===== src/rtl/gwm_pkg.sv =====
package gwm_pkg;

	// Store depth and the widths that follow from it.
	localparam int MAX_LEN = 32;
	localparam int IDX_W   = (MAX_LEN > 1) ? $clog2(MAX_LEN) : 1;
	localparam int CNT_W   = $clog2(MAX_LEN + 1);

	// Pattern wildcards.
	localparam logic [7:0] CH_ANY  = 8'h3F;
	localparam logic [7:0] CH_STAR = 8'h2A;

	typedef enum logic [1:0] {
		OP_PAT_APPEND = 2'd0,
		OP_PAT_CLEAR  = 2'd1,
		OP_SUB_APPEND = 2'd2,
		OP_MATCH      = 2'd3
	} op_t;

	// Microprogram steps.
	typedef enum logic [1:0] {
		ST_LOOP    = 2'd0,
		ST_MAIN    = 2'd1,
		ST_TAIL_RD = 2'd2,
		ST_TAIL    = 2'd3
	} step_t;

	typedef enum logic [1:0] {
		ACT_NONE = 2'd0,
		ACT_MAIN = 2'd1,
		ACT_TAIL = 2'd2
	} act_t;

	typedef enum logic {
		BR_ALWAYS  = 1'b0,
		BR_SUB_END = 1'b1
	} br_t;

	// One control word: read strobe, datapath action, branch test and targets.
	typedef struct packed {
		logic  rd;
		act_t  act;
		br_t   br;
		step_t tgt;
		step_t nxt;
	} ctrl_t;

	function automatic ctrl_t ucode_rom(input step_t step);
		ctrl_t w;
		case (step)
			ST_LOOP:    w = '{rd: 1'b1, act: ACT_NONE, br: BR_SUB_END,
			                  tgt: ST_TAIL_RD, nxt: ST_MAIN};
			ST_MAIN:    w = '{rd: 1'b0, act: ACT_MAIN, br: BR_ALWAYS,
			                  tgt: ST_LOOP, nxt: ST_LOOP};
			ST_TAIL_RD: w = '{rd: 1'b1, act: ACT_NONE, br: BR_ALWAYS,
			                  tgt: ST_TAIL, nxt: ST_TAIL};
			ST_TAIL:    w = '{rd: 1'b0, act: ACT_TAIL, br: BR_ALWAYS,
			                  tgt: ST_TAIL_RD, nxt: ST_TAIL_RD};
			default:    w = '{rd: 1'b0, act: ACT_NONE, br: BR_ALWAYS,
			                  tgt: ST_LOOP, nxt: ST_LOOP};
		endcase
		return w;
	endfunction

endpackage


===== src/rtl/wildcard_glob_matcher_core.sv =====
// Wildcard glob matcher. The block holds a pattern and a testee in two byte
// memories of MAX_LEN entries. Words with op 0 and 2 append a nonzero byte to
// the pattern or the testee, op 1 clears the pattern, and op 3 tests the whole
// testee against the whole pattern, where '?' matches any one byte and '*' any
// run of bytes; the match is greedy and backtracks to the most recent star
// only. Op 3 returns one word with matched and overflow (a byte was lost to a
// full store) and then empties the testee; the pattern is kept. Ops 0, 1 and 2
// never make the block busy. Op 3 runs a four-step microprogram from a small
// control ROM: each main-loop step (a compare of one pattern position against
// one testee position, or taking a star) is a registered memory read and then
// an evaluate. A failed compare with no star to fall back on ends the run right
// there. Otherwise the loop step finds the testee used up, each trailing star
// is read and skipped, and a final read and check of the pattern end follows.
// Each store has a single read port. A finished result sits in an output
// register; a further op 3 holds its last step until that register is free.
module wildcard_glob_matcher_core
	import gwm_pkg::*;
(
	input  logic       clk,
	input  logic       arst_n,
	input  logic       in_valid,
	output logic       in_ready,
	input  logic [1:0] op,
	input  logic [7:0] byte_value,
	output logic       out_valid,
	input  logic       out_ready,
	output logic       matched,
	output logic       overflow
);

	// Byte stores, one write and one registered read port each.
	logic [7:0] pmem [MAX_LEN];
	logic [7:0] smem [MAX_LEN];
	logic [7:0] prd_q;
	logic [7:0] srd_q;

	logic [CNT_W-1:0] pcnt_q, scnt_q;
	logic             ptrunc_q, strunc_q;

	// Matcher datapath.
	logic [CNT_W-1:0] p_q, s_q, star_p_q, star_s_q;
	logic             have_star_q;
	logic             ovf_q;

	// Sequencer.
	logic  busy_q, busy_d;
	step_t step_q, step_d;
	ctrl_t ctrl;

	logic out_valid_q, matched_q, overflow_q;

	logic       accept;
	op_t        op_in;
	logic       byte_nz;
	logic [7:0] pc;
	logic       is_star, hit, main_fail, finish, verdict, out_free, stall, br_true;

	assign op_in    = op_t'(op);
	assign accept   = in_valid && in_ready;
	assign byte_nz  = (byte_value != 8'd0);
	assign in_ready = !busy_q;

	assign out_valid = out_valid_q;
	assign matched   = matched_q;
	assign overflow  = overflow_q;

	always_comb begin
		ctrl = ucode_rom(step_q);
		// Positions at or past the pattern end read as zero.
		pc        = (p_q < pcnt_q) ? prd_q : 8'd0;
		is_star   = (pc == CH_STAR);
		hit       = (pc == CH_ANY) || ((pc != 8'd0) && (pc == srd_q));
		main_fail = !is_star && !hit && !have_star_q;
		finish    = ((ctrl.act == ACT_MAIN) && main_fail) ||
		            ((ctrl.act == ACT_TAIL) && !is_star);
		verdict   = (ctrl.act == ACT_TAIL) && (p_q >= pcnt_q);
		out_free  = !out_valid_q || out_ready;
		stall     = finish && !out_free;
		br_true   = (ctrl.br == BR_ALWAYS) || (s_q >= scnt_q);
	end

	// Step counter and conditional jumps.
	always_comb begin
		busy_d = busy_q;
		step_d = step_q;
		if (accept && (op_in == OP_MATCH)) begin
			busy_d = 1'b1;
			step_d = ST_LOOP;
		end else if (busy_q && !stall) begin
			if (finish) begin
				busy_d = 1'b0;
			end else begin
				step_d = br_true ? ctrl.tgt : ctrl.nxt;
			end
		end
	end

	always_ff @(posedge clk or negedge arst_n) begin
		if (!arst_n) begin
			busy_q <= 1'b0;
			step_q <= ST_LOOP;
		end else begin
			busy_q <= busy_d;
			step_q <= step_d;
		end
	end

	// Memory writes and reads.
	always_ff @(posedge clk) begin
		if (accept && (op_in == OP_PAT_APPEND) && byte_nz && (pcnt_q < CNT_W'(MAX_LEN))) begin
			pmem[pcnt_q[IDX_W-1:0]] <= byte_value;
		end
		if (accept && (op_in == OP_SUB_APPEND) && byte_nz && (scnt_q < CNT_W'(MAX_LEN))) begin
			smem[scnt_q[IDX_W-1:0]] <= byte_value;
		end
	end

	always_ff @(posedge clk) begin
		if (busy_q && ctrl.rd) begin
			prd_q <= pmem[p_q[IDX_W-1:0]];
			srd_q <= smem[s_q[IDX_W-1:0]];
		end
	end

	always_ff @(posedge clk or negedge arst_n) begin
		if (!arst_n) begin
			pcnt_q      <= '0;
			scnt_q      <= '0;
			ptrunc_q    <= 1'b0;
			strunc_q    <= 1'b0;
			p_q         <= '0;
			s_q         <= '0;
			star_p_q    <= '0;
			star_s_q    <= '0;
			have_star_q <= 1'b0;
			ovf_q       <= 1'b0;
			out_valid_q <= 1'b0;
			matched_q   <= 1'b0;
			overflow_q  <= 1'b0;
		end else begin
			if (out_valid_q && out_ready) begin
				out_valid_q <= 1'b0;
			end

			if (accept) begin
				case (op_in)
					OP_PAT_APPEND: begin
						if (byte_nz) begin
							if (pcnt_q < CNT_W'(MAX_LEN)) begin
								pcnt_q <= pcnt_q + 1'b1;
							end else begin
								ptrunc_q <= 1'b1;
							end
						end
					end
					OP_PAT_CLEAR: begin
						pcnt_q   <= '0;
						ptrunc_q <= 1'b0;
					end
					OP_SUB_APPEND: begin
						if (byte_nz) begin
							if (scnt_q < CNT_W'(MAX_LEN)) begin
								scnt_q <= scnt_q + 1'b1;
							end else begin
								strunc_q <= 1'b1;
							end
						end
					end
					OP_MATCH: begin
						p_q         <= '0;
						s_q         <= '0;
						have_star_q <= 1'b0;
						ovf_q       <= ptrunc_q || strunc_q;
					end
					default: begin
					end
				endcase
			end

			if (busy_q && !stall) begin
				if (ctrl.act == ACT_MAIN) begin
					if (is_star) begin
						// Remember the star and first try it as an empty run.
						have_star_q <= 1'b1;
						star_p_q    <= p_q;
						star_s_q    <= s_q;
						p_q         <= p_q + 1'b1;
					end else if (hit) begin
						p_q <= p_q + 1'b1;
						s_q <= s_q + 1'b1;
					end else if (have_star_q) begin
						// Let the last star swallow one more testee byte.
						p_q      <= star_p_q + 1'b1;
						star_s_q <= star_s_q + 1'b1;
						s_q      <= star_s_q + 1'b1;
					end
				end
				if ((ctrl.act == ACT_TAIL) && is_star) begin
					p_q <= p_q + 1'b1;
				end
				if (finish) begin
					out_valid_q <= 1'b1;
					matched_q   <= verdict;
					overflow_q  <= ovf_q;
					scnt_q      <= '0;
					strunc_q    <= 1'b0;
				end
			end
		end
	end

endmodule


===== config.mk =====
export PLATFORM = sky130hd
export DESIGN_NAME = wildcard_glob_matcher_core
export DESIGN_NICKNAME = d
export VERILOG_FILES = /design/src/rtl/gwm_pkg.sv /design/src/rtl/wildcard_glob_matcher_core.sv
export SDC_FILE = /design/constraint.sdc
export NUM_CORES = 1
export LEC_CHECK = 0
export BUFFER_PORTS_ARGS = -buffer_cell sky130_fd_sc_hd__buf_2
export CAP_MARGIN = 40
export CELL_PAD_IN_SITES_DETAIL_PLACEMENT = 0
export CELL_PAD_IN_SITES_GLOBAL_PLACEMENT = 2
export CORE_MARGIN = 4
export CORE_UTILIZATION = 40
export CTS_CLUSTER_SIZE = 16
export DETAILED_ROUTE_END_ITERATION = 10
export GPL_TIMING_DRIVEN = 0
export PLACE_DENSITY_LB_ADDON = 0.1
export SLEW_MARGIN = 5
export SYNTH_ARGS = -nofsm -noshare
export SYNTH_HDL_FRONTEND = slang
export SYNTH_SLANG_ARGS = --single-unit

===== constraint.sdc =====
create_clock -name clk -period 3.6 [get_ports clk]
set_input_delay 0.18 -clock clk [delete_from_list [all_inputs] [get_ports clk]]
set_output_delay 0.18 -clock clk [all_outputs]
set_load 0.1 [all_outputs]

==> summary.md <==
| Metric | Value |
|---|---|
| Result of the run | `completed` |
| Fmax achieved | `0.286 GHz` |
| Power Density | `736 nW/um^2` |
| Number of buffers between clock root and the deepest sink | `3` |
| Max Transition Viols Final | `0` |
| Max Fanout on Critical Path | `10` |
| Path class of the lowest-slack min-delay path | `primary input to register` |
| Master of the slowest instance on the critical path | `clkbuf_1` |
| Worst path cell trace | `clkbuf_1 -> clkbuf_1 -> clkbuf_1 -> mux4_2 -> mux4_2 -> mux2_2` |
| Routability congestion estimate | `0.796` |
| Fraction of final layout cells sized beyond drive strength 1 | `24.8%` |
| Peak supply drop | `0.481 mV` |
| Most frequently used flop master after synthesis | `edfxtp_1` |
| Most common library cell in the layout ignoring fill and taps | `edfxtp_1` |
| Number of buffers added for setup after CTS | `0` |
| Type of element launching the critical path | `register` |
| Static leakage | `8.61 nW` |
| Sequential cell area fraction in the yosys report | `72.2%` |
| Period utilisation layout | `97.2%` |
| Number of antenna violations at the first check in global routing | `3` |
| Routed wire per std cell | `27.0 um` |
| Post-synth top area share | `67.3%` |
| Share of the synthesized netlist area taken by xor and xnor gates | `0.967%` |
| Global-route wire length before repair | `85.5 mm` |
| Die ar. | `62800 sq um` |
| Worst skew pair latency | `590 ps` |
| Distinct cells, synth | `67` |
| Max-Cap Viols | `0` |
| Ys async rst share | `8.01%` |
| Average cell area after synthesis | `19.3 sq um` |
| Total chip power | `0.0200 W` |
| Number of levels in the clock H-tree | `3` |
| Worst endpoint required time | `3930 ps` |
| Share of the synthesized area in compound gates (AO/OA/AOI/OAI) | `2.89%` |
| Die Span Y | `251 um` |
| Post-DP HPWL | `39.4 mm` |
| Count of input and output buffers | `16` |
| Slowest Stage Delay on Critical Path | `660 ps` |
| Clock slew seen by the registers of the worst setup and hold paths | `60 ps` |
| Fraction of the mapped netlist area in adder cells | `1.28%` |
| Post-synth net total | `1257` |
| TritonCTS buffer count | `66` |
| Worst r2r dst | `srd_q[6]` |
| Final setup slack of the worst path | `100 ps` |
| Reg-to-reg setup timing slack | `100 ps` |
| Buffering stage count on the worst path with inverters included | `3` |
| Most area-consuming cells after synthesis | `edfxtp_1, mux4_2, dfrtp_1` |
| CP Class | `register to register` |
| Worst Tran Pin Value | `932 ps` |
| Kind of cell adding the most delay to the critical path | `buffers and inverters` |
| Normalized max-slew margin | `37.6%` |
| Final Core Density | `46.8%` |
| Chip Width | `251 um` |
| Arrival @ worst endpoint | `3830 ps` |
| Area added between synthesis and finish | `15.4%` |
| Starting density of the core | `40.6%` |
| Total routing usage reported by global routing | `18.7%` |
| Number of enable flip-flop cells after synthesis | `528` |
| Count of mapped cells out of synthesis | `1219` |
| Unrepaired setup endpoints after global routing | `no` |
| Number of endpoints failing setup at the final stage | `0` |
| Std-Cell Core Area | `58000 sq um` |
| Capture endpoint of the worst hold path | `smem[9][7]` |
| Remaining global-route overflow | `0` |
| Switching fraction of total power | `29.9%` |
| Per-cell via count in the routed design | `5.55` |
| Multiplexer share of the synthesized area | `16.6%` |
| Remaining antenna violation count | `0` |
| Layout fillers | `4859` |
| Worst R2R Start | `s_q[1]` |
| DRC violation total after the first TritonRoute iteration | `908` |
| Combinational share of power | `27.4%` |
| Main combinational cell family by area after synthesis | `multiplexers` |
| Via total after detailed routing | `11900` |
| Cell Int Power | `0.0140 W` |
| Post-synthesis instance area | `23500 sq um` |
| Worst-case reg-to-reg path depth | `6` |
| Hold path depth | `1` |
| P_sw | `0.00598 W` |
| DRC violation count after routing | `0` |
| Worst-case setup slack after placement | `-925 ps` |
| Worst clock skew | `21.7 ps` |
| Number of hold violations in the final report | `0` |
| Number of rows in the core area | `88` |
| Basic-gate share of the synthesized area counting and, or, nand and nor cells | `4.69%` |
| Count of yosys warnings during synthesis | `0` |
| Vias in the first global route | `12400` |
| Power share of the sequential group | `39.5%` |
| Clock sinks | `574` |
| IO Pins | `18` |
| Count of nets after finishing | `1370` |
| TritonCTS clock tree | `done` |
| Sort of element at the end of the critical path | `register` |
| Clock period minus worst slack | `3500 ps` |
| Clk pwr share | `33.1%` |
| CTS Root Buffer Type | `clkbuf_16` |
| Hold path startpoint | `byte_value[7]` |
| Commonest cells after routing, fill and taps aside | `edfxtp_1, mux4_2, nor2_1` |
| Number of register bits inferred by synthesis | `574` |
| Synth area leader | `edfxtp_1` |
| Largest net degree at the start of global routing | `53` |
| Final routed wirelength across all metal layers | `58.0 mm` |
| Most frequent cell on the critical path | `clkbuf_1` |
| Detailed-router iteration count before antenna repair | `5` |
| WHS | `47.9 ps` |
-- cell families (layout without fill, tap and decap cells) --
family | Yosys count | count (layout)
compound gates | 93 | 93
xor+xnor | 26 | 26
fa+ha+maj | 24 | 24
buf+inv | 83 | 245
flops | 574 | 574
mux | 186 | 186
other cells | 0 | 1
simple gates | 233 | 233
-- worst max path at each step --
stage / from / end / slack [ps] / depth (start not counted)
6_report: s_q[1] / srd_q[6] / 100 / 6
5_1_grt: pcnt_q[2] / p_q[0] / 5 / 11
4_1_cts: p_q[1] / prd_q[2] / 10 / 6
3_5_place_dp: p_q[0] / p_q[0] / -930 / 12
3_3_place_gp: p_q[0] / p_q[0] / -990 / 12
2_1_floorplan: p_q[0] / p_q[5] / 500 / 12
-- cell usage after synthesis, drive strengths merged (14+ instances only) --
master  instances
nor3           14
dfrtp          46
mux4          160
inv            23
nand3          41
edfxtp        528
nand2          50
nor2           91
mux2           24
ha             24
xnor2          21
clkbuf         39
buf            19
a21oi          20
o21ai          16
-- stage by stage --
stage | TNS, ps | cell area (sq um) | instances
final | 0 | 27200 | 2147
after floorplan | 0 | 23500 | 1219
after global routing | 0 | 27200 | 2146
after CTS | 0 | 27200 | 2147
after global placement | -339050 | 24600 | 2000
after detailed placement | -73430 | 25000 | 2028
-- metal layers --
metal	up-vias	GRT usage, %	wire length, um
li1	5220	-	-
met1	6300	27.8	27000
met2	332	28.4	26700
met3	71	3.86	3340
met4	0	4.72	982
met5	-	0	0
-- what timing repair did --
item                                    CTS  global route
hold buffers                              2             0
pin swaps                                 0             0
resized for setup                         7             6
endpoints found under the setup margin   30            12
endpoints found under the hold margin    26             0
-- sequential cells by signal (all words and copies together) (netlist names) --
signal       count
pmem           256
smem           256
prd_q            8
srd_q            8
p_q              6
pcnt_q           6
s_q              6
scnt_q           6
star_p_q         6
star_s_q         6
step_q           2
busy_q           1
have_star_q      1
matched          1
out_valid        1
overflow         1
ovf_q            1
ptrunc_q         1
strunc_q         1
-- layout make-up --
type                       count  area, sq um  area share, %
tap                          765          957           3.52
timing repair buffer          46          520           1.91
clock inverter                28          327           1.20
inverter                      25         93.8          0.345
antenna                        1         2.50        0.00921
clock buffer                  89         1800           6.62
sequential                   574        17000           62.6
multi-input combinational    562         6230           22.9
buffer                        57          245          0.902
-- power by group through the flow --
stage	combinational, W	clock [W]	sequential [W]
2_1_floorplan	0.00347	0	0.00804
3_3_place_gp	0.00530	0	0.00803
3_5_place_dp	0.00552	0	0.00802
4_1_cts	0.00557	0.00680	0.00789
5_1_grt	0.00590	0.00708	0.00793
6_report	0.00549	0.00662	0.00790
No activity file was read; power rests on OpenSTA's default activity.
